$ cat config.mk
export PLATFORM = sky130hd
export DESIGN_NAME = byte_stream_reassembler
export DESIGN_NICKNAME = d
export VERILOG_FILES = /design/src/bsr_pkg.sv /design/src/bsr_front.sv /design/src/bsr_back.sv /design/src/byte_stream_reassembler.sv
export SDC_FILE = /design/constraint.sdc
export NUM_CORES = 2
export LEC_CHECK = 0
export BUFFER_PORTS_ARGS = -buffer_cell sky130_fd_sc_hd__buf_2
export CAP_MARGIN = 10
export CORE_ASPECT_RATIO = 1.1
export CORE_UTILIZATION = 55
export DETAILED_ROUTE_END_ITERATION = 7
export HOLD_SLACK_MARGIN = 0.05
export PLACE_DENSITY_LB_ADDON = 0.3
export REMOVE_ABC_BUFFERS = 1
export SYNTH_ARGS = -nofsm -noshare
export SYNTH_HDL_FRONTEND = slang
export SYNTH_SLANG_ARGS = --single-unit
$ cat constraint.sdc
create_clock -name clk -period 9.19 [get_ports clk]
set_input_delay 1.3785 -clock clk [delete_from_list [all_inputs] [get_ports clk]]
set_output_delay 1.3785 -clock clk [all_outputs]
set_load 0.01 [all_outputs]
$ cat src/bsr_pkg.sv
// Shared types and constants of the byte stream reassembler.
package bsr_pkg;

  localparam int CAPACITY_DEF = 64;   // default ring size in bytes
  localparam int IDX_W        = 32;   // stream index width
  localparam int BYTE_W       = 8;
  localparam int PEND_W       = 7;    // width of the pending count field
  localparam int QDEPTH       = 2;    // depth of the word queue between front and back
  localparam int QPTR_W       = $clog2(QDEPTH);
  localparam int QCNT_W       = $clog2(QDEPTH + 1);
  localparam int S_TDATA_W    = 40;
  localparam int M_TDATA_W    = 16;

  // One input word as the back end sees it, with the end index worked out.
  typedef struct packed {
    logic [IDX_W-1:0]  byte_index;
    logic [BYTE_W-1:0] byte_value;
    logic              carries_byte;
    logic              eof_flag;
    logic [IDX_W-1:0]  eof_end;
  } bsr_item_t;

  // One result word.
  typedef struct packed {
    logic              out_valid;
    logic [BYTE_W-1:0] out_byte;
    logic              run_last;
    logic              stream_ended;
    logic [PEND_W-1:0] pending_count;
  } bsr_result_t;

  typedef enum logic [2:0] {
    BSR_IDLE,
    BSR_APPLY,
    BSR_SCAN,
    BSR_EMIT_RD,
    BSR_EMIT_WR,
    BSR_STATUS
  } bsr_state_t;

endpackage

$ cat src/bsr_front.sv
// Front end: accepts input words, unpacks them and queues them for the back end.
module bsr_front import bsr_pkg::*; (
  input  logic                 clk,
  input  logic                 rst,
  input  logic                 s_axis_tvalid,
  output logic                 s_axis_tready,
  input  logic [S_TDATA_W-1:0] s_axis_tdata,
  input  logic [0:0]           s_axis_tuser,
  input  logic                 s_axis_tlast,
  output logic                 item_valid,
  input  logic                 item_pop,
  output bsr_item_t            item
);

  bsr_item_t          queue [QDEPTH];
  logic [QPTR_W-1:0]  wr_ptr;
  logic [QPTR_W-1:0]  rd_ptr;
  logic [QCNT_W-1:0]  fill;
  logic               push;
  logic               pop;
  bsr_item_t          in_item;

  assign s_axis_tready = (fill != QCNT_W'(QDEPTH));
  assign push          = s_axis_tvalid && s_axis_tready;
  assign item_valid    = (fill != '0);
  assign pop           = item_pop && item_valid;
  assign item          = queue[rd_ptr];

  always_comb begin
    in_item.byte_index   = s_axis_tdata[IDX_W-1:0];
    in_item.byte_value   = s_axis_tdata[IDX_W+BYTE_W-1:IDX_W];
    in_item.carries_byte = s_axis_tuser[0];
    in_item.eof_flag     = s_axis_tlast;
    // end index is one past a carried byte, or the marker index itself
    in_item.eof_end      = s_axis_tdata[IDX_W-1:0] + IDX_W'(s_axis_tuser[0]);
  end

  always_ff @(posedge clk) begin
    if (push) begin
      queue[wr_ptr] <= in_item;
    end
  end

  always_ff @(posedge clk) begin
    if (rst) begin
      wr_ptr <= '0;
      rd_ptr <= '0;
      fill   <= '0;
    end else begin
      if (push) begin
        wr_ptr <= (wr_ptr == QPTR_W'(QDEPTH - 1)) ? '0 : wr_ptr + 1'b1;
      end
      if (pop) begin
        rd_ptr <= (rd_ptr == QPTR_W'(QDEPTH - 1)) ? '0 : rd_ptr + 1'b1;
      end
      case ({push, pop})
        2'b10:   fill <= fill + 1'b1;
        2'b01:   fill <= fill - 1'b1;
        default: fill <= fill;
      endcase
    end
  end

endmodule

$ cat src/bsr_back.sv
// Back end: stores bytes in the ring, scans the contiguous run and emits it.
module bsr_back import bsr_pkg::*; #(
  parameter int CAPACITY = CAPACITY_DEF
) (
  input  logic        clk,
  input  logic        rst,
  input  logic        item_valid,
  output logic        item_pop,
  input  bsr_item_t   item,
  input  logic        out_free,
  output logic        res_push,
  output bsr_result_t res
);

  localparam int SW = $clog2(CAPACITY);
  localparam int CW = $clog2(CAPACITY + 1);

  bsr_state_t         state;
  bsr_state_t         state_next;

  bsr_item_t          cur;
  logic [IDX_W-1:0]   next_index;
  logic               eof_known;
  logic [IDX_W-1:0]   eof_position;
  logic [CW-1:0]      held;
  logic               ended;
  logic [SW-1:0]      head;
  logic [CAPACITY-1:0] slot_valid;
  logic [BYTE_W-1:0]  slot_byte [CAPACITY];

  logic [IDX_W-1:0]   scan_idx;
  logic [SW-1:0]      scan_slot;
  logic [CW-1:0]      cnt;
  logic [SW-1:0]      rd_slot;
  logic [CW-1:0]      left;
  logic [BYTE_W-1:0]  rd_data;

  logic               eof_known_n;
  logic [IDX_W-1:0]   eof_pos_n;
  logic [IDX_W-1:0]   win_off;
  logic [IDX_W-1:0]   lim;
  logic               take;
  logic [SW:0]        ins_sum;
  logic [SW-1:0]      ins_slot;
  logic               store;
  logic               scan_stop;
  logic [IDX_W-1:0]   scan_gap;
  logic               do_apply;
  logic               do_scan;
  logic               do_read;

  function automatic logic [SW-1:0] slot_inc(input logic [SW-1:0] s);
    return (s == SW'(CAPACITY - 1)) ? '0 : s + 1'b1;
  endfunction

  // Classify the current word against the window and the end index.
  always_comb begin
    eof_known_n = eof_known | cur.eof_flag;
    eof_pos_n   = cur.eof_flag ? cur.eof_end : eof_position;
    win_off     = cur.byte_index - next_index;
    lim         = eof_pos_n - next_index;
    take        = cur.carries_byte && (win_off < IDX_W'(CAPACITY))
                  && !(eof_known_n && (win_off >= lim));
    ins_sum     = {1'b0, head} + {1'b0, win_off[SW-1:0]};
    ins_slot    = (ins_sum >= (SW+1)'(CAPACITY)) ? SW'(ins_sum - (SW+1)'(CAPACITY))
                                                 : ins_sum[SW-1:0];
    store       = take && !slot_valid[ins_slot];
    scan_stop   = (eof_known && (scan_idx == eof_position)) || !slot_valid[scan_slot]
                  || (cnt == CW'(CAPACITY));
    scan_gap    = scan_idx - eof_position;
  end

  always_ff @(posedge clk) begin
    if (rst) begin
      state <= BSR_IDLE;
    end else begin
      state <= state_next;
    end
  end

  always_comb begin
    state_next = state;
    item_pop   = 1'b0;
    res_push   = 1'b0;
    do_apply   = 1'b0;
    do_scan    = 1'b0;
    do_read    = 1'b0;
    case (state)
      BSR_IDLE: begin
        if (item_valid) begin
          item_pop   = 1'b1;
          state_next = BSR_APPLY;
        end
      end
      BSR_APPLY: begin
        do_apply   = !ended;
        state_next = ended ? BSR_STATUS : BSR_SCAN;
      end
      BSR_SCAN: begin
        do_scan = 1'b1;
        if (scan_stop) begin
          state_next = (cnt == '0) ? BSR_STATUS : BSR_EMIT_RD;
        end
      end
      BSR_EMIT_RD: begin
        do_read    = 1'b1;
        state_next = BSR_EMIT_WR;
      end
      BSR_EMIT_WR: begin
        if (out_free) begin
          res_push   = 1'b1;
          state_next = (left == '0) ? BSR_IDLE : BSR_EMIT_RD;
        end
      end
      BSR_STATUS: begin
        if (out_free) begin
          res_push   = 1'b1;
          state_next = BSR_IDLE;
        end
      end
      default: state_next = BSR_IDLE;
    endcase
  end

  always_comb begin
    res.out_valid     = (state == BSR_EMIT_WR);
    res.out_byte      = (state == BSR_EMIT_WR) ? rd_data : '0;
    res.run_last      = (state == BSR_STATUS) || (left == '0);
    res.stream_ended  = ended;
    res.pending_count = PEND_W'(held);
  end

  // Stream state and valid bits.
  always_ff @(posedge clk) begin
    if (rst) begin
      next_index   <= '0;
      eof_known    <= 1'b0;
      eof_position <= '0;
      held         <= '0;
      ended        <= 1'b0;
      head         <= '0;
      slot_valid   <= '0;
    end else begin
      if (do_apply) begin
        eof_known    <= eof_known_n;
        eof_position <= eof_pos_n;
        if (store) begin
          slot_valid[ins_slot] <= 1'b1;
          held                 <= held + 1'b1;
        end
      end
      if (do_scan && scan_stop) begin
        next_index <= scan_idx;
        head       <= scan_slot;
        held       <= held - cnt;
        ended      <= eof_known && !scan_gap[IDX_W-1];
      end
      if (do_read) begin
        slot_valid[rd_slot] <= 1'b0;
      end
    end
  end

  // Work registers of the current word.
  always_ff @(posedge clk) begin
    if (item_pop) begin
      cur <= item;
    end
    if (do_apply) begin
      scan_idx  <= next_index;
      scan_slot <= head;
      cnt       <= '0;
    end
    if (do_scan) begin
      if (!scan_stop) begin
        scan_idx  <= scan_idx + 1'b1;
        scan_slot <= slot_inc(scan_slot);
        cnt       <= cnt + 1'b1;
      end else begin
        rd_slot <= head;
        left    <= cnt;
      end
    end
    if (do_read) begin
      rd_slot <= slot_inc(rd_slot);
      left    <= left - 1'b1;
    end
  end

  // Byte store: one write port, one registered read port.
  always_ff @(posedge clk) begin
    if (do_apply && store) begin
      slot_byte[ins_slot] <= cur.byte_value;
    end
    if (do_read) begin
      rd_data <= slot_byte[rd_slot];
    end
  end

endmodule

$ cat src/byte_stream_reassembler.sv
// Top level of the byte stream reassembler: front queue, back engine, output register.
// The back engine handles one word at a time: it pops the word, applies it to the ring, then
// scans the contiguous run one slot per cycle; it then reads and emits each released byte in
// turn, or sends one status word when no byte is released, each waiting for a free output
// register. After the end it goes from apply straight to the status word. The ring has a
// single read port. The front queue keeps taking words while the back engine is busy, if it has room.
// Reset (rst, synchronous) clears the queue, stream state and all slot valid bits.
module byte_stream_reassembler import bsr_pkg::*; #(
  parameter int CAPACITY = CAPACITY_DEF
) (
  input  logic                 clk,
  input  logic                 rst,
  input  logic                 s_axis_tvalid,
  output logic                 s_axis_tready,
  input  logic [S_TDATA_W-1:0] s_axis_tdata,  // [31:0] byte_index, [39:32] byte_value
  input  logic [0:0]           s_axis_tuser,  // [0] carries_byte
  input  logic                 s_axis_tlast,  // eof_flag
  output logic                 m_axis_tvalid,
  input  logic                 m_axis_tready,
  output logic [M_TDATA_W-1:0] m_axis_tdata,  // [7:0] out_byte, [14:8] pending_count, [15] 0
  output logic [1:0]           m_axis_tuser,  // [0] out_valid, [1] stream_ended
  output logic                 m_axis_tlast   // run_last
);

  logic        item_valid;
  logic        item_pop;
  bsr_item_t   item;
  logic        out_free;
  logic        res_push;
  bsr_result_t res;
  bsr_result_t out_reg;

  // Front: take words whenever the queue has room.
  bsr_front u_front (
    .clk           (clk),
    .rst           (rst),
    .s_axis_tvalid (s_axis_tvalid),
    .s_axis_tready (s_axis_tready),
    .s_axis_tdata  (s_axis_tdata),
    .s_axis_tuser  (s_axis_tuser),
    .s_axis_tlast  (s_axis_tlast),
    .item_valid    (item_valid),
    .item_pop      (item_pop),
    .item          (item)
  );

  // Back: store, scan and drain one queued word at a time.
  bsr_back #(
    .CAPACITY (CAPACITY)
  ) u_back (
    .clk        (clk),
    .rst        (rst),
    .item_valid (item_valid),
    .item_pop   (item_pop),
    .item       (item),
    .out_free   (out_free),
    .res_push   (res_push),
    .res        (res)
  );

  // Output register: load when empty or being drained this cycle.
  assign out_free = !m_axis_tvalid || m_axis_tready;

  always_ff @(posedge clk) begin
    if (rst) begin
      m_axis_tvalid <= 1'b0;
    end else if (res_push) begin
      m_axis_tvalid <= 1'b1;
    end else if (m_axis_tready) begin
      m_axis_tvalid <= 1'b0;
    end
  end

  always_ff @(posedge clk) begin
    if (res_push) begin
      out_reg <= res;
    end
  end

  // Pack the result word onto the master side.
  assign m_axis_tdata = {1'b0, out_reg.pending_count, out_reg.out_byte};
  assign m_axis_tuser = {out_reg.stream_ended, out_reg.out_valid};
  assign m_axis_tlast = out_reg.run_last;

endmodule
After elaboration in Yosys (flattened, before gate mapping). Memories as Yosys holds them, arrays and structs flattened. A register that Yosys moved wholly into a read port is not among the register bits. Index checks and enable logic that the tools add are counted. Widths: inputs -> output; s select.

Bits in latches: 0. Memory bits (writable): 660. Memories kept: 2. Memory bits (read-only): 0. Register bits after elaboration: 227.

Memories: u_back.slot_byte (words 64, width 8, read ports 1, clocked after memory_dff 1, write ports 1, line bsr_back.sv:29) `logic [BYTE_W-1:0] slot_byte [CAPACITY];`; u_front.queue (words 2, width 74, read ports 1, clocked after memory_dff 1, write ports 1, line bsr_front.sv:15) `bsr_item_t queue [QDEPTH];`.

Order comparisons: 8. $mul: 0. Reduce and logical (&&, ||, !) cells: 36. Shift-type cells: 0. Add/sub/neg operators: 17. Div/mod/pow operators: 0. Mux-type cells: 58. Bitwise gates (word level): 4. Equality and inequality tests: 16.

Operators with widths (number): $mux 64 (4); $mux 32 (4); $sub 32x32->32 (3); $and 64x64->64 (1); $not 64->64 (1); $or 64x64->64 (1); $mux 7 (9); $mux 6 (9); $add 32x1->32 (1); $add 32x1->32 const B (1); $eq 32x32->1 (1); $ge 32x32->1 (1); $lt 32x7->1 const B (1); $lt 6x7->1 const B (3); $mux 1 (19); $mux 3 (6); $pmux 3 s6 (1); $add 7x1->7 const B (2); $logic_not 7->1 (2); $reduce_bool 2->1 (7); $add 6x1->6 const B (2); $bmux 1 s6 (2); $demux 1 s6 (2); $eq 6x6->1 const B (2); other kinds (27) (54).

Longest topological paths before layout.
Depth after elaboration: 14. Gate-level depth with buffers: 29. Depth with buffers taken out: 27.

Hierarchy. Synthesis repeated with hierarchy kept, for this count alone.

Cell total of the unflattened synthesis: 3334. Area total of the unflattened synthesis: 43526.7 µm².

Modules (own cells, without submodules): bsr_back (sequential area each 22051.1 µm², instances 1, area each 36747.7 µm², cells each 2970); bsr_front (sequential area each 4544.4 µm², instances 1, area each 6180.9 µm², cells each 340); byte_stream_reassembler (sequential area each 560.5 µm², instances 1, area each 598.1 µm², cells each 24).

Least setup slack after synthesis. No wires, ideal clock.

Path kind: register to register. From: register u_back.cur[32] (netlist name). To: memory u_back.slot_byte[0][0] (enable). Period minus slack after synthesis: 6.923 ns. Path slack: 2.267 ns. Data arrival time: 6.553 ns. Required time: 8.819 ns. Library setup time: 0.371 ns. Cell stages (with the launch flop): 29. Path through: edfxtp_1 > clkbuf_1 > clkbuf_1 > nand2_1 > o21ai_0 > fa_1 > a21o_1 > a21oi_1 > nand2b_1 > a211oi_1 > or2_2 > a221o_1 > or2_2 > and2_1 > o21ai_0 > nand2b_1 > xnor2_1 > ha_1 > nand4_1 > a211oi_1 > or4_1 > o21ai_0 > a21oi_1 > or3_1 > or4_4 > nor4b_4 > buf_6 > nand3_1 > nor2_1.

Cells in the longest elaborated chain, start to end: 10. Elaborated cells on any way between the ends: 11. Classes of those cells: 1 x add/sub; 1 x order compare; 3 x mux; 1 x bitwise; 5 x reduce/logical.

Ends and longest elaborated chain: $mux 32 (line bsr_back.sv:59) `eof_pos_n = cur.eof_flag ? cur.eof_end : eof_position;`; via u_back.eof_pos_n[1] (line bsr_back.sv:39) `logic [IDX_W-1:0] eof_pos_n;`; $sub 32x32->32 (line bsr_back.sv:61) `lim = eof_pos_n - next_index;`; $ge 32x32->1 (line bsr_back.sv:63) `&& !(eof_known_n && (win_off >= lim));`; $logic_and 1x1->1 (line bsr_back.sv:63); $logic_not 1->1 (line bsr_back.sv:63); $logic_and 1x1->1 (line bsr_back.sv:63); $logic_and 1x1->1 (line bsr_back.sv:67) `store = take && !slot_valid[ins_slot];`; $logic_and 1x1->1 (line bsr_back.sv:192) `if (do_apply && store) begin`; $mux 1 (line bsr_back.sv:192); $mux 1 (implied by the code) (line bsr_back.sv:193) `slot_byte[ins_slot] <= cur.byte_value;`; to (decl) (line bsr_back.sv:29).

The timed path passes the listed nets, and every way through them passes these cells.

Worst setup path in the final report.
From: register u_back.cur[32] (netlist name). To: memory u_back.slot_byte[59][0] (enable).

Cells in the longest elaborated chain, start to end: 10. Elaborated cells on any way between the ends: 11. Classes of those cells: 1 x add/sub; 1 x order compare; 3 x mux; 1 x bitwise; 5 x reduce/logical.

Ends and longest elaborated chain (line): $mux 32 (bsr_back.sv:59); via u_back.eof_pos_n[1] (bsr_back.sv:39); $sub 32x32->32 (bsr_back.sv:61); $ge 32x32->1 (bsr_back.sv:63); $logic_and 1x1->1 (bsr_back.sv:63); $logic_not 1->1 (bsr_back.sv:63); $logic_and 1x1->1 (bsr_back.sv:63); $logic_and 1x1->1 (bsr_back.sv:67); $logic_and 1x1->1 (bsr_back.sv:192); $mux 1 (bsr_back.sv:192); $mux 1 (implied by the code) (bsr_back.sv:193).

The timed path passes the listed nets, and every way through them passes these cells.

==> impl_metrics.env <==
export IMPL_drv_slew=0
export IMPL_preCtsSetupSlack_ns=1.08
export IMPL_crit_slowest_cell="nor2_1"
export IMPL_crit_fanout=64
export IMPL_diodes=0
export IMPL_syn_to_final_growth_pct=11.0
export IMPL_cts_buffers=95
export IMPL_max_stage_delay_ns=0.73
export IMPL_drv_cap=0
export IMPL_cts_setup_buffers=0
export IMPL_avgSynthCellArea_um2=12.3
export IMPL_final_nets=3775
export IMPL_whs_endpoint="u_back.eof_position[27]"
export IMPL_synth_top_cell_by_area="edfxtp_1"
export IMPL_fin_util_pct=62.1
export IMPL_hold_path_startpoint="u_back.eof_position[27]"
export IMPL_cts_tree="built"
export IMPL_async_reset_ff_share_pct=0
export IMPL_vias=30400
export IMPL_tns_ns=0
export IMPL_layout_min_cycle_time_ns=8.31
export IMPL_drtPass1Iterations=6
export IMPL_fin_crit_sh_pct=90.4
export IMPL_num_rows=107
export IMPL_vias_per_cell=6.47
export IMPL_p_total_mw=15.6
export IMPL_design_area_um2=48400
export IMPL_die_h_um=297
export IMPL_postSynthCellCount=3538
export IMPL_routabilityCongestion=0.920
export IMPL_die_w_um=270
export IMPL_ctsRootBufferMaster="clkbuf_16"
export IMPL_dr_first_iter_drc_count=3854
export IMPL_reg2reg_slack_ns=0.88
export IMPL_power_leakage_nw=16.2
export IMPL_synth_seq_area_share_pct=62.2
export IMPL_p_per_area_nw_per_um2=322
export IMPL_coreArea_um2=77900
export IMPL_fin_cells=4695
export IMPL_rr_endpoint="u_back.slot_byte[59][0]"
export IMPL_grt_max_degree=80
export IMPL_rr_worst_depth=26
export IMPL_cts_sink_count=969
export IMPL_pin_count=67
export IMPL_seq_area_um2=27100
export IMPL_track_usage_pct=28.2
export IMPL_finalClockSkew_ns=0.0447
export IMPL_cp_arrival_ns=8.62
export IMPL_synth_edf_count=773
export IMPL_worstPathRequired_ns=9.50
export IMPL_synth_common_cells="edfxtp_1 (773), nand2_1 (283), a21oi_1 (233)"
export IMPL_htreeDepth=3
export IMPL_finalSetupViolCount=0
export IMPL_dpl_cell_count=4517
export IMPL_yosysUniqueCellTypes=83
export IMPL_reg2reg_from="u_back.cur[32]"
export IMPL_cts_hold_repair_buffers=0
export IMPL_synth_seq_cells=969
export IMPL_synth_area_top_cells="edfxtp_1 (53%), dfxtp_1 (9.0%), ha_1 (4.2%)"
export IMPL_ir_drop_mv=0.265
export IMPL_dp_hpwl_mm=75.1
export IMPL_cts_max_path_buffers=3
export IMPL_cts_resized=0
export IMPL_yosysWarnings=0
export IMPL_synth_area_um2=43600
export IMPL_holdWs_ns=0.454
export IMPL_place_area_um2=45100
export IMPL_grt_pass1_vias=28800
export IMPL_hold_violations=0
export IMPL_nFillCells=5940
export IMPL_crit_type="flip-flop to flip-flop"
export IMPL_status="completed"
export IMPL_ant_nets=0
export IMPL_critical_path_buf_inv_count=2
export IMPL_avgRoutedWirePerCell_um=24.7
export IMPL_tightest_slew_ns=1.29
export IMPL_start_kind="flip-flop"
export IMPL_crit_top_cell="o21ai_0"
export IMPL_initial_core_util_pct=56.0
export IMPL_drt_wl_total_mm=116
export IMPL_overflow=0
export IMPL_critPathTopFamily="simple AND/OR/NAND/NOR gates"
export IMPL_port_buffers=65
export IMPL_layout_drive_gt1_share_pct=11.4
export IMPL_fin_ws_ns=0.879
export IMPL_slew_limit_headroom_pct=13.5
export IMPL_end_kind="flip-flop"
export IMPL_multi_input_area_um2=15500
export IMPL_dieArea_um2=80400
export IMPL_synth_most_common_cell="edfxtp_1"
export IMPL_drc=0
export IMPL_clk_latency_ns=0.70
export IMPL_ys_flop_type="edfxtp_1"
export IMPL_clkTransAtPathRegs_ns=0.06
export IMPL_antenna_found_initial=1
export IMPL_synth_top_area_share_pct=53.2
export IMPL_hold_depth=2
export IMPL_grt_pass1_wl_mm=173
export IMPL_rsz0062_at_grt="no"
export IMPL_max_freq_ghz=0.120
export IMPL_hold_path_class="flip-flop to flip-flop"
==> cells in the final DEF, fill, tap and decap left out, types with 57 or more instances in the layout <==
cell type    n
a21oi_1    233
a22oi_1    220
buf_2       64
buf_4       57
clkbuf_16   96
dfxtp_1    195
edfxtp_1   773
ha_1       146
inv_1      109
mux2_2      76
nand2_1    283
nand3_1    130
nand4_1     68
nor2_1     218
o21ai_0    190
==> layout make-up <==
cell class | instances | area share [%]
Inverter | 111 | 0.861
Clock buffer | 106 | 5.06
Multi-Input combinational cell | 2281 | 31.9
Sequential cell | 969 | 56.1
Clock inverter | 72 | 1.84
Timing Repair Buffer | 121 | 1.55
Tap cell | 1035 | 2.68
==> routing by layer <==
metal / global-route usage, % / vias to the layer above / share of wire [%]
met2: 46.2 / 1693 / 48
met4: 13.9 / 0 / 5.3
met1: 37.0 / 14700 / 38
met5: 0 / - / 0
li1: - / 13700 / -
met3: 3.97 / 351 / 8.9
==> kinds of logic (layout without fill, tap and decap cells) <==
family	Yosys count	count (layout)	share of synthesized area, %
AO/OA/AOI/OAI	932	932	14.0
XOR/XNOR	100	100	2.03
adder cells (fa/ha/maj)	150	150	4.37
buffers and inverters	288	410	2.54
flip-flops	969	969	62.2
multiplexers	153	153	4.33
other	1	1	0.00860
AND/OR/NAND/NOR	945	945	10.4
==> where the power goes <==
group | leakage [nW] | switching (mW) | internal, mW
logic | 5.91 | 3.64 | 1.97
registers | 8.64 | 0.318 | 5.54
clock network | 1.61 | 1.77 | 2.35
total | 16.2 | 5.73 | 9.85
==> sequential cells by signal, summed over array words and instances (netlist names), 15 cells and up <==
| name | flops |
|---|---|
| u_back.slot_byte | 512 |
| u_front.queue | 148 |
| u_back.cur | 74 |
| u_back.slot_valid | 64 |
| u_back.eof_position | 32 |
| u_back.next_index | 32 |
| u_back.scan_idx | 32 |
| m_axis_tdata | 15 |
==> worst max path at each step <==
| stage | cells after the start | start | slack (ns) | endpoint |
|---|---|---|---|---|
| 6_report | 26 | u_back.cur[32] | 0.88 | u_back.slot_byte[59][0] |
| 5_1_grt | 26 | u_back.cur[32] | 0.52 | u_back.slot_byte[42][4] |
| 4_1_cts | 26 | u_back.cur[32] | 1.01 | u_back.slot_byte[61][7] |
| 3_5_place_dp | 26 | u_back.cur[32] | 1.08 | u_back.slot_byte[61][4] |
| 3_3_place_gp | 26 | u_back.cur[32] | 1.16 | u_back.slot_byte[59][6] |
| 2_1_floorplan | 11 | u_back.state[0] | 0.75 | u_back.slot_byte[13][0] |
==> worst reg2reg max path: stages (launching register included) <==
cell and delay [ns]:
edfxtp_1 0.38, buf_4 0.49, o21ai_0 0.30, fa_1 0.52, a21o_1 0.18, a21oi_1 0.20, nand2b_1 0.20, a211oi_1 0.11
or2_2 0.36, a221o_1 0.32, or2_2 0.30, and2_1 0.16, o21ai_0 0.14, nand2b_1 0.09, xnor2_1 0.13, ha_1 0.29
nand4_1 0.13, a211oi_1 0.07, or4_1 0.51, o21ai_0 0.18, a21oi_1 0.10, or3_1 0.31, or4_4 0.54, nor4b_4 0.27
buf_4 0.48, nand3_1 0.50, nor2_1 0.73
(Power assumes the default switching activity.)
